## config.mk

```make
export PLATFORM = sky130hd
export DESIGN_NAME = fixed_latency_load_admission_top
export DESIGN_NICKNAME = d
export VERILOG_FILES = /design/src/hdl/fla_pkg.sv /design/src/hdl/fla_cfg.sv /design/src/hdl/fla_cell.sv /design/src/hdl/fla_seq.sv /design/src/hdl/fixed_latency_load_admission_top.sv
export SDC_FILE = /design/constraint.sdc
export NUM_CORES = 2
export LEC_CHECK = 0
export BUFFER_PORTS_ARGS = -buffer_cell sky130_fd_sc_hd__buf_2
export CAP_MARGIN = 20
export CORE_ASPECT_RATIO = 0.9
export CORE_MARGIN = 2
export CORE_UTILIZATION = 57
export CTS_CLUSTER_DIAMETER = 100
export CTS_CLUSTER_SIZE = 40
export DETAILED_ROUTE_END_ITERATION = 10
export GPL_TIMING_DRIVEN = 0
export MAX_ROUTING_LAYER = met4
export PLACE_DENSITY = 0.76
export SYNTH_ARGS = -nofsm -noshare
export SYNTH_HDL_FRONTEND = slang
export SYNTH_HIERARCHICAL = 1
export SYNTH_SLANG_ARGS = --single-unit
```

## constraint.sdc

```tcl
create_clock -name clk_i -period 15.46 [get_ports clk_i]
set_input_delay 0 -clock clk_i [delete_from_list [all_inputs] [get_ports clk_i]]
set_output_delay 0 -clock clk_i [all_outputs]
set_load 0.02 [all_outputs]
```

## src/hdl/fla_pkg.sv

```systemverilog
// Shared types and constants for the fixed-latency load admission block.
// Used by the configuration registers, the slot cells and the sequencer.
// No dependencies.
`default_nettype none

package fla_pkg;

  localparam int unsigned WEIGHT_W = 10;
  localparam int unsigned LIMIT_W  = 17;
  localparam int unsigned BLEN_W   = 8;
  localparam int unsigned TICK_W   = 32;
  localparam int unsigned WAIT_W   = 8;
  localparam int unsigned ADDR_W   = 3;
  localparam int unsigned DATA_W   = 32;

  // Register index, taken from paddr[2].
  localparam logic REG_PIPE_LEN   = 1'b0;
  localparam logic REG_LOAD_LIMIT = 1'b1;

  localparam logic [BLEN_W-1:0]  PIPE_LEN_RST   = 8'd2;
  localparam logic [LIMIT_W-1:0] LOAD_LIMIT_RST = 17'd10;

  typedef struct packed {
    logic [BLEN_W-1:0]  pipe_len;
    logic [LIMIT_W-1:0] load_limit;
  } fla_cfg_t;

  // Per-cycle command from the sequencer to the row of slot cells.
  typedef struct packed {
    logic pop;   // oldest slot leaves, every cell but a pushed one takes its upper neighbor
    logic push;  // a slot value is written at the tail
  } fla_chain_ctl_t;

endpackage

`default_nettype wire

```

## src/hdl/fla_cfg.sv

```systemverilog
// APB-style configuration registers: pipe length and load limit.
// Depends on fla_pkg.
`default_nettype none

module fla_cfg
  import fla_pkg::*;
(
  input  wire logic              clk_i,
  input  wire logic              rst_ni,
  input  wire logic              psel,
  input  wire logic              penable,
  input  wire logic              pwrite,
  input  wire logic [ADDR_W-1:0] paddr,
  input  wire logic [DATA_W-1:0] pwdata,
  output logic      [DATA_W-1:0] prdata,
  output logic                   pready,
  output fla_cfg_t               cfg_o
);

  logic [BLEN_W-1:0]  pipe_len_q, pipe_len_d;
  logic [LIMIT_W-1:0] load_limit_q, load_limit_d;
  logic               wr_en;

  assign pready = 1'b1;
  assign wr_en  = psel & penable & pwrite;

  always_comb begin
    pipe_len_d   = pipe_len_q;
    load_limit_d = load_limit_q;
    if (wr_en) begin
      case (paddr[2])
        REG_PIPE_LEN:   pipe_len_d   = pwdata[BLEN_W-1:0];
        REG_LOAD_LIMIT: load_limit_d = pwdata[LIMIT_W-1:0];
        default:        ;
      endcase
    end
  end

  always_comb begin
    case (paddr[2])
      REG_PIPE_LEN:   prdata = DATA_W'(pipe_len_q);
      REG_LOAD_LIMIT: prdata = DATA_W'(load_limit_q);
      default:        prdata = '0;
    endcase
  end

  always_ff @(posedge clk_i or negedge rst_ni) begin
    if (!rst_ni) begin
      pipe_len_q   <= PIPE_LEN_RST;
      load_limit_q <= LOAD_LIMIT_RST;
    end else begin
      pipe_len_q   <= pipe_len_d;
      load_limit_q <= load_limit_d;
    end
  end

  assign cfg_o.pipe_len   = pipe_len_q;
  assign cfg_o.load_limit = load_limit_q;

endmodule

`default_nettype wire

```

## src/hdl/fla_cell.sv

```systemverilog
// One slot of the in-flight pipe: holds one weight, shifts toward the head on a pop.
// Depends on fla_pkg.
`default_nettype none

module fla_cell
  import fla_pkg::*;
#(
  parameter int unsigned IDX = 0,
  parameter int unsigned IW  = 7
) (
  input  wire logic                  clk_i,
  input  wire fla_chain_ctl_t        ctl_i,
  input  wire logic [IW-1:0]         push_idx_i,
  input  wire logic [WEIGHT_W-1:0]   push_w_i,
  input  wire logic [WEIGHT_W-1:0]   next_w_i,
  output logic      [WEIGHT_W-1:0]   w_o
);

  logic [WEIGHT_W-1:0] w_q, w_d;

  // The tail write wins over the shift: with a pop the tail index already
  // points one below the old tail.
  always_comb begin
    w_d = w_q;
    if (ctl_i.push && (push_idx_i == IW'(IDX))) begin
      w_d = push_w_i;
    end else if (ctl_i.pop) begin
      w_d = next_w_i;
    end
  end

  always_ff @(posedge clk_i) begin
    w_q <= w_d;
  end

  assign w_o = w_q;

endmodule

`default_nettype wire

```

## src/hdl/fla_seq.sv

```systemverilog
// Admission sequencer: run state, load sum, tick count, wait loop and result register.
// Depends on fla_pkg; drives the row of fla_cell slots.
`default_nettype none

module fla_seq
  import fla_pkg::*;
#(
  parameter int unsigned MAX_SLOTS = 128,
  parameter int unsigned LW = 8,
  parameter int unsigned IW = 7
) (
  input  wire logic                clk_i,
  input  wire logic                rst_ni,
  input  wire fla_cfg_t            cfg_i,
  input  wire logic                in_valid_i,
  output logic                     in_ready_o,
  input  wire logic [WEIGHT_W-1:0] in_weight_i,
  input  wire logic                in_first_i,
  output logic                     out_valid_o,
  input  wire logic                out_ready_i,
  output logic [TICK_W-1:0]        out_entry_o,
  output logic [WAIT_W-1:0]        out_waited_o,
  output logic [TICK_W-1:0]        out_drain_o,
  output logic                     out_rejected_o,
  input  wire logic [WEIGHT_W-1:0] head_w_i,
  output fla_chain_ctl_t           ctl_o,
  output logic [IW-1:0]            push_idx_o,
  output logic [WEIGHT_W-1:0]      push_w_o
);

  localparam int unsigned CW = (LW > BLEN_W) ? LW : BLEN_W;

  typedef enum logic [1:0] {
    ST_IDLE = 2'b01,
    ST_RUN  = 2'b10
  } state_e;

  state_e              state_q, state_d;
  logic [WEIGHT_W-1:0] w_q, w_d;
  logic [LW-1:0]       occ_q, occ_d;
  logic [LIMIT_W-1:0]  sum_q, sum_d;
  logic [TICK_W-1:0]   tick_q, tick_d;
  logic [WAIT_W-1:0]   waited_q, waited_d;

  logic                out_valid_q, out_valid_d;
  logic [TICK_W-1:0]   out_entry_q, out_entry_d;
  logic [WAIT_W-1:0]   out_waited_q, out_waited_d;
  logic [TICK_W-1:0]   out_drain_q, out_drain_d;
  logic                out_rej_q, out_rej_d;

  logic [CW-1:0]       blen_w;
  logic [LW-1:0]       len;
  logic                out_free;
  logic                reject;
  logic                over_len;
  logic                at_len;
  logic [LIMIT_W-1:0]  sum_pop;
  logic [LIMIT_W-1:0]  sum_base;
  logic [LIMIT_W:0]    sum_try;
  logic                fits;
  logic [TICK_W-1:0]   tick_inc;
  logic [TICK_W:0]     drain_raw;

  // Effective pipe length: zero acts as one, anything above the cell count as the cell count.
  always_comb begin
    blen_w = CW'(cfg_i.pipe_len);
    if (blen_w == '0) begin
      len = LW'(1);
    end else if (blen_w > CW'(MAX_SLOTS)) begin
      len = LW'(MAX_SLOTS);
    end else begin
      len = LW'(blen_w);
    end
  end

  assign out_free = !out_valid_q || out_ready_i;
  assign reject   = LIMIT_W'(w_q) > cfg_i.load_limit;
  assign over_len = occ_q > len;
  assign at_len   = occ_q == len;
  assign sum_pop  = sum_q - LIMIT_W'(head_w_i);
  assign sum_base = at_len ? sum_pop : sum_q;
  assign sum_try  = (LIMIT_W+1)'(sum_base) + (LIMIT_W+1)'(w_q);
  assign fits     = sum_try <= (LIMIT_W+1)'(cfg_i.load_limit);
  assign tick_inc = (&tick_q) ? tick_q : tick_q + TICK_W'(1);
  // Drain tick = tick + 1 + len, saturating; equals len added to the saturated entry tick.
  assign drain_raw = (TICK_W+1)'(tick_q) + (TICK_W+1)'(len) + (TICK_W+1)'(1);

  assign in_ready_o = (state_q == ST_IDLE);

  always_comb begin
    state_d      = state_q;
    w_d          = w_q;
    occ_d        = occ_q;
    sum_d        = sum_q;
    tick_d       = tick_q;
    waited_d     = waited_q;
    out_valid_d  = out_valid_q && !out_ready_i;
    out_entry_d  = out_entry_q;
    out_waited_d = out_waited_q;
    out_drain_d  = out_drain_q;
    out_rej_d    = out_rej_q;
    ctl_o        = '0;
    push_w_o     = '0;

    case (state_q)
      ST_IDLE: begin
        if (in_valid_i) begin
          w_d      = in_weight_i;
          waited_d = '0;
          state_d  = ST_RUN;
          if (in_first_i) begin
            occ_d  = '0;
            sum_d  = '0;
            tick_d = '0;
          end
        end
      end
      ST_RUN: begin
        if (reject) begin
          if (out_free) begin
            out_valid_d  = 1'b1;
            out_entry_d  = '0;
            out_waited_d = '0;
            out_drain_d  = '0;
            out_rej_d    = 1'b1;
            state_d      = ST_IDLE;
          end
        end else if (over_len) begin
          // Pipe was shortened: drop the oldest slot, one per cycle.
          ctl_o.pop = 1'b1;
          occ_d     = occ_q - LW'(1);
          sum_d     = sum_pop;
        end else if (fits) begin
          if (out_free) begin
            ctl_o.pop    = at_len;
            ctl_o.push   = 1'b1;
            push_w_o     = w_q;
            occ_d        = at_len ? occ_q : occ_q + LW'(1);
            sum_d        = sum_try[LIMIT_W-1:0];
            tick_d       = tick_inc;
            out_valid_d  = 1'b1;
            out_entry_d  = tick_inc;
            out_waited_d = waited_q;
            out_drain_d  = drain_raw[TICK_W] ? '1 : drain_raw[TICK_W-1:0];
            out_rej_d    = 1'b0;
            state_d      = ST_IDLE;
          end
        end else begin
          // Item does not fit yet: advance the pipe with an empty slot.
          ctl_o.pop  = at_len;
          ctl_o.push = 1'b1;
          occ_d      = at_len ? occ_q : occ_q + LW'(1);
          sum_d      = sum_base;
          tick_d     = tick_inc;
          waited_d   = (&waited_q) ? waited_q : waited_q + WAIT_W'(1);
        end
      end
      default: begin
        state_d = ST_IDLE;
      end
    endcase
  end

  // Tail index after an optional pop; below len whenever a push uses it, so it fits the index width.
  assign push_idx_o = IW'(occ_q - LW'(ctl_o.pop));

  always_ff @(posedge clk_i or negedge rst_ni) begin
    if (!rst_ni) begin
      state_q     <= ST_IDLE;
      occ_q       <= '0;
      sum_q       <= '0;
      tick_q      <= '0;
      waited_q    <= '0;
      out_valid_q <= 1'b0;
    end else begin
      state_q     <= state_d;
      occ_q       <= occ_d;
      sum_q       <= sum_d;
      tick_q      <= tick_d;
      waited_q    <= waited_d;
      out_valid_q <= out_valid_d;
    end
  end

  always_ff @(posedge clk_i) begin
    w_q          <= w_d;
    out_entry_q  <= out_entry_d;
    out_waited_q <= out_waited_d;
    out_drain_q  <= out_drain_d;
    out_rej_q    <= out_rej_d;
  end

  assign out_valid_o    = out_valid_q;
  assign out_entry_o    = out_entry_q;
  assign out_waited_o   = out_waited_q;
  assign out_drain_o    = out_drain_q;
  assign out_rejected_o = out_rej_q;

endmodule

`default_nettype wire

```

## src/hdl/fixed_latency_load_admission_top.sv

```systemverilog
// Top level of the fixed-latency load admission block.
// Depends on fla_pkg, fla_cfg, fla_cell and fla_seq.
//
// Channel  | Direction | Handshake                    | Payload
// ---------+-----------+------------------------------+-------------------------------------
// s_axis   | in        | s_axis_tvalid/s_axis_tready  | tdata[9:0] truck_weight, tuser first
// m_axis   | out       | m_axis_tvalid/m_axis_tready  | tdata entry/waited/drain, tuser rej.
// APB      | in        | psel/penable/pwrite, pready  | 0x0 pipe length, 0x4 load_limit
//
// An item is taken in the idle state. In the run state the sequencer first drops, one
// per cycle, any slots left past the end of a shortened pipe, then advances the cell
// chain by one empty slot per cycle until the item fits, and pushes it once the output
// register is free. A rejected item skips the pipe and waits only for that register.
// Reset clears the run state (occupancy, load sum, tick count) and the result valid;
// the slot cells hold no reset value and are only read once written.
// A stalled result waits in the output register; the next item is accepted meanwhile
// and finishes once the register is free.
`default_nettype none

module fixed_latency_load_admission_top
  import fla_pkg::*;
#(
  parameter int unsigned MAX_SLOTS = 128
) (
  input  wire logic              clk_i,
  input  wire logic              rst_ni,
  // Input stream.
  input  wire logic              s_axis_tvalid,
  output logic                   s_axis_tready,
  input  wire logic [15:0]       s_axis_tdata,   // [9:0] truck_weight, rest zero
  input  wire logic [0:0]        s_axis_tuser,   // [0] first
  // Result stream.
  output logic                   m_axis_tvalid,
  input  wire logic              m_axis_tready,
  output logic [71:0]            m_axis_tdata,   // [31:0] entry_tick, [39:32] waited_ticks,
                                                 // [71:40] drain_tick
  output logic [0:0]             m_axis_tuser,   // [0] rejected
  // Configuration port.
  input  wire logic              psel,
  input  wire logic              penable,
  input  wire logic              pwrite,
  input  wire logic [ADDR_W-1:0] paddr,
  input  wire logic [DATA_W-1:0] pwdata,
  output logic      [DATA_W-1:0] prdata,
  output logic                   pready
);

  // Occupancy counts up to MAX_SLOTS; cell indexes stop one below.
  localparam int unsigned LW = $clog2(MAX_SLOTS + 1);
  localparam int unsigned IW = (MAX_SLOTS > 1) ? $clog2(MAX_SLOTS) : 1;

  fla_cfg_t            cfg;
  fla_chain_ctl_t      chain_ctl;
  logic [IW-1:0]       push_idx;
  logic [WEIGHT_W-1:0] push_w;
  logic [WEIGHT_W-1:0] cell_w [MAX_SLOTS];
  logic [TICK_W-1:0]   entry_tick;
  logic [WAIT_W-1:0]   waited_ticks;
  logic [TICK_W-1:0]   drain_tick;
  logic                rejected;

  fla_cfg u_cfg (
    .clk_i   (clk_i),
    .rst_ni  (rst_ni),
    .psel    (psel),
    .penable (penable),
    .pwrite  (pwrite),
    .paddr   (paddr),
    .pwdata  (pwdata),
    .prdata  (prdata),
    .pready  (pready),
    .cfg_o   (cfg)
  );

  // Row of slot cells: cell 0 holds the oldest slot in flight; on every pop each cell but
  // the tail one being written takes its upper neighbor. The top cell shifts in zero.
  for (genvar gi = 0; gi < MAX_SLOTS; gi++) begin : g_cell
    logic [WEIGHT_W-1:0] next_w;
    if (gi == MAX_SLOTS - 1) begin : g_top
      assign next_w = '0;
    end else begin : g_mid
      assign next_w = cell_w[gi+1];
    end
    fla_cell #(
      .IDX (gi),
      .IW  (IW)
    ) u_cell (
      .clk_i      (clk_i),
      .ctl_i      (chain_ctl),
      .push_idx_i (push_idx),
      .push_w_i   (push_w),
      .next_w_i   (next_w),
      .w_o        (cell_w[gi])
    );
  end

  fla_seq #(
    .MAX_SLOTS (MAX_SLOTS),
    .LW        (LW),
    .IW        (IW)
  ) u_seq (
    .clk_i          (clk_i),
    .rst_ni         (rst_ni),
    .cfg_i          (cfg),
    .in_valid_i     (s_axis_tvalid),
    .in_ready_o     (s_axis_tready),
    .in_weight_i    (s_axis_tdata[WEIGHT_W-1:0]),
    .in_first_i     (s_axis_tuser[0]),
    .out_valid_o    (m_axis_tvalid),
    .out_ready_i    (m_axis_tready),
    .out_entry_o    (entry_tick),
    .out_waited_o   (waited_ticks),
    .out_drain_o    (drain_tick),
    .out_rejected_o (rejected),
    .head_w_i       (cell_w[0]),
    .ctl_o          (chain_ctl),
    .push_idx_o     (push_idx),
    .push_w_o       (push_w)
  );

  assign m_axis_tdata = {drain_tick, waited_ticks, entry_tick};
  assign m_axis_tuser = rejected;

endmodule

`default_nettype wire

```

==> implementation parameters <==
Parameter                              Value

Routing
  Routed wire length ... 155000 um
  Via count of the routed design ... 39500
  Total DRC errors in the routed layout ... 0
  Drt pass-1 iters ... 5
  Number of DRC markers in iteration 0 ... approximately 3400
  Antenna Nets Post-Route ... 0
  Detail-routed via count per cell ... approximately 6
  Wire per inst ... between 20 and 25 um

Min path
  Number of cells on the worst hold path ... 2
  Worst hold path startpoint ... s_axis_tdata[0]
  Hold path endpoint ... u_seq/w_q[0]
  Path class of the lowest-slack min-delay path ... input pin to register

Setup path
  Critical-path top delay cell ... a31oi_1
  Kind of critical path ... register to register
  Buffers & Inverters on Critical Path ... 7
  Reg2Reg Setup Slack ... 4450 ps
  Highest cell delay on the worst timing path ... approximately 790 ps
  Kind of end point of the critical path ... register
  Family of cells with the greatest summed delay on the critical path ... simple AND/OR/NAND/NOR gates
  Number of cells on the worst reg-to-reg path ... 36
  Data required time at the worst endpoint ... around 16000 ps
  Worst reg2reg path endpoint ... g_cell[84].u_cell/w_o[0]
  Arr. time, crit path ... 11380 ps
  Startpoint types ... register
  Most frequent cell on the critical path ... ha_1
  Biggest fanout along the worst timing path ... 25
  R2R Path Start ... u_cfg/pipe_len_q[7]

Logic synthesis
  Register bit count reported by yosys ... 1456
  Instance count of the mapped netlist ... 4458
  Most area-hungry cell type in the Yosys netlist ... edfxtp_1
  Average footprint of a synthesized cell ... 16.8 sq um
  Summed instance area of the synthesized netlist ... 74900 sq um
  Part of the Yosys area used for sequential elements ... 0.578
  Netlist cell types ... 96
  Proportion of register bits with asynchronous set or reset after synthesis ... 0.0639
  Area share of the largest cell type after synthesis ... 0.546
  Dominant cells by area after synthesis ... edfxtp_1 55%, mux2_4 23%, dfrtp_1 3.0%
  Count of flip-flops with a built-in enable after synthesis ... approximately 1400
  Predominant post-synthesis flop cell ... edfxtp_1
  Total number of yosys warnings ... 6

CTS
  CTS clk-pin slew, worst paths ... 140 ps
  Sink count of the clock tree ... 1456
  Number of buffers created by CTS ... 47
  Hold buffers post-CTS ... 53
  H-tree lvl count ... 2
  CTS root buf ... clkbuf_16
  Post-cts gate resize count ... 0
  Latest clock arrival within the worst-skew pair ... 720 ps
  Maximum clock insertion buffer count ... 3
  Setup repair bufs after CTS ... 0
  TritonCTS clock tree ... done

Power
  Areal power density over the cells ... 119 nW/um^2
  Worst VDD drop ... 107 uV
  Static leakage power ... 0.0327 uW

Layout
  Area grow syn2layout ... 8.78%
  Proportion of layout cells with a drive suffix above 1 ... 0.406
  Final net count ... 4926
  Post-route cell area ... between 80000 and 90000 sq um
  Count of filler cells inserted in the layout ... 9230
  Number of non-filler instances in the completed layout ... 6541
  Antenna fix cells ... 0

STA
  Setup total negative slack ... 0 ps
  Final worst slack ... between 4000 and 5000 ps
  Transition time at the pin with the least slew margin ... 1090 ps
  Slew Viols, Final ... 0
  Slew Limit Headroom ... 0.268
  Setup-violating endpoint count in the final report ... 0
  Highest achievable clock rate ... 0.0909 GHz
  Share of the cycle needed by the critical path after routing ... 0.712
  RSZ-0062 raised after global routing ... no
  Clock period minus final worst setup slack ... 11010 ps
  Number of failing hold endpoints at the final stage ... 0
  Final Skew ... 61.8 ps

Flow run
  Reported max-cap violation count ... 0

GRT
  Initial antenna violation count ... 0
  Overflow left after global routing ... 0
  Number of global-route vias before repair ... 40300
  Largest net degree at the start of global routing ... 86
  Global-route wire length before repair ... 239000 um
  All-Layer GR Usage ... 0.234

Floorplanning
  Chip height ... 348 um
  Width of the chip ... 386 um
  # rows ... 126
  Starting density of the core ... 0.572
  Core ar. ... 131000 sq um
  Top-Level Pins ... roughly 170
  Floorplan die area ... 134000 sq um

Placed design
  Placed Cells ... 6415
  Total cell area at the placement stage ... approximately 79000 sq um
  Final weighted congestion in routability-driven placement ... around 0.9
  PortBufs ... 126
  Post-detailed-placement half-perimeter wirelength ... 98100 um
  Worst setup slack before clock tree synthesis ... 4570 ps

Status
  Run status ... completed
==> layer usage <==
metal / up-vias / track usage / wire length (um)
met5: - / - / 0
met4: 0 / 0.0516 / 2980
met3: 181 / 0.0235 / 7800
met2: 1084 / 0.366 / 72700
met1: 20400 / 0.334 / 71700
li1: 17900 / - / -
==> synthesized netlist by cell type (13+ instances only) <==
| cell | number |
|---|---|
| o21ai_0 | 75 |
| ha_1 | 73 |
| nand4_1 | 73 |
| dfrtp_1 | 89 |
| nand2_1 | 134 |
| nor3_1 | 26 |
| edfxtp_1 | 1363 |
| nor2_1 | 130 |
| inv_1 | 66 |
| nor4b_2 | 39 |
| nand3_1 | 34 |
| buf_6 | 129 |
| mux2i_1 | 13 |
| buf_4 | 18 |
| and2_1 | 43 |
| o31ai_1 | 21 |
| and2b_1 | 20 |
| mux2_2 | 171 |
| nand2b_1 | 26 |
| a31oi_1 | 16 |
| and4bb_2 | 14 |
| nand4b_1 | 34 |
| clkbuf_1 | 43 |
| and4bb_1 | 36 |
| and3_1 | 14 |
| a21oi_1 | 86 |
| xnor2_1 | 55 |
| or2_2 | 36 |
| nor2_2 | 27 |
| nand4_2 | 30 |
| or2b_1 | 78 |
| xor2_1 | 26 |
| mux2_4 | 1144 |
| nor2b_1 | 31 |
==> worst max-delay path by stage <==
stage                   startpoint                        end  slack [ps]  cells after the start
2_1_floorplan  u_cfg/pipe_len_q[1]  g_cell[116].u_cell/w_o[1]         170                     35
3_3_place_gp   u_cfg/pipe_len_q[7]   g_cell[71].u_cell/w_o[0]      -15210                     26
3_5_place_dp   u_cfg/pipe_len_q[7]   g_cell[84].u_cell/w_o[6]        4570                     36
4_1_cts        u_cfg/pipe_len_q[7]   g_cell[84].u_cell/w_o[0]        4530                     36
5_1_grt        u_cfg/pipe_len_q[7]   g_cell[84].u_cell/w_o[5]        3650                     36
6_report       u_cfg/pipe_len_q[7]   g_cell[84].u_cell/w_o[0]        4450                     36
==> cells in the final DEF (no fill, tap or decap), types with 39 or more instances in the layout <==
cell / n
nor2_1: 128
dlygate4sd3_1: 52
buf_2: 128
or2b_1: 78
clkbuf_1: 47
dfrtp_1: 89
inv_1: 64
edfxtp_1: 1363
nand4_1: 73
a21oi_1: 86
ha_1: 73
buf_6: 135
nor4b_2: 39
nand2_1: 134
mux2_2: 171
clkbuf_16: 49
o21ai_0: 75
mux2_4: 1144
xnor2_1: 52
==> logic make-up (layout without fill, tap and decap cells) <==
kind of cell	count (synthesis)	after routing	share of synthesized area
xor+xnor	81	81	0.00947
flops	1456	1456	0.578
buf+inv	267	599	0.0275
fa+ha+maj	77	77	0.0133
mux	1329	1329	0.257
compound gates	328	328	0.0286
other cells	3	26	0.000150
simple gates	917	917	0.0865
==> sequential cells by signal (all words and copies together) (netlist names) <==
name                  count
u_seq/out_entry_o        32
u_seq/waited_q            8
u_cfg/load_limit_q       17
u_cfg/pipe_len_q          8
u_seq/sum_q              17
u_seq/tick_q             32
u_seq/occ_q               8
u_seq/out_valid_o         1
g_cell.u_cell/w_o      1280
u_seq/state_q             2
u_seq/out_rejected_o      1
u_seq/w_q                10
u_seq/out_waited_o        8
u_seq/out_drain_o        32
==> power breakdown <==
group	leakage, uW	switching (uW)	internal [uW]
clock	0.000728	1200	619
sequential	0.0135	151	4750
combinational	0.0184	1830	1120
==> per-stage QoR <==
step	power, uW	hold slack (ps)	utilization
after detailed placement	7880	-19.1	0.607
after floorplan	6800	-296	-
after global placement	7660	179	0.595
final	9660	60.6	0.623
after global routing	10100	34.0	0.623
after CTS	9690	2.20	0.623
==> final cells by class <==
class | count | area [sq um] | area share
flip-flops and latches | 1456 | 43300 | 0.531
repair buffers | 260 | 2680 | 0.0329
inverters | 69 | 269 | 0.00330
plain buffers | 198 | 1810 | 0.0222
clock buffers | 53 | 1240 | 0.0152
multi-input cells | 2758 | 29800 | 0.366
well taps | 1728 | 2160 | 0.0265
clock inverters | 19 | 263 | 0.00322
Power figures use the tool's default switching activity.
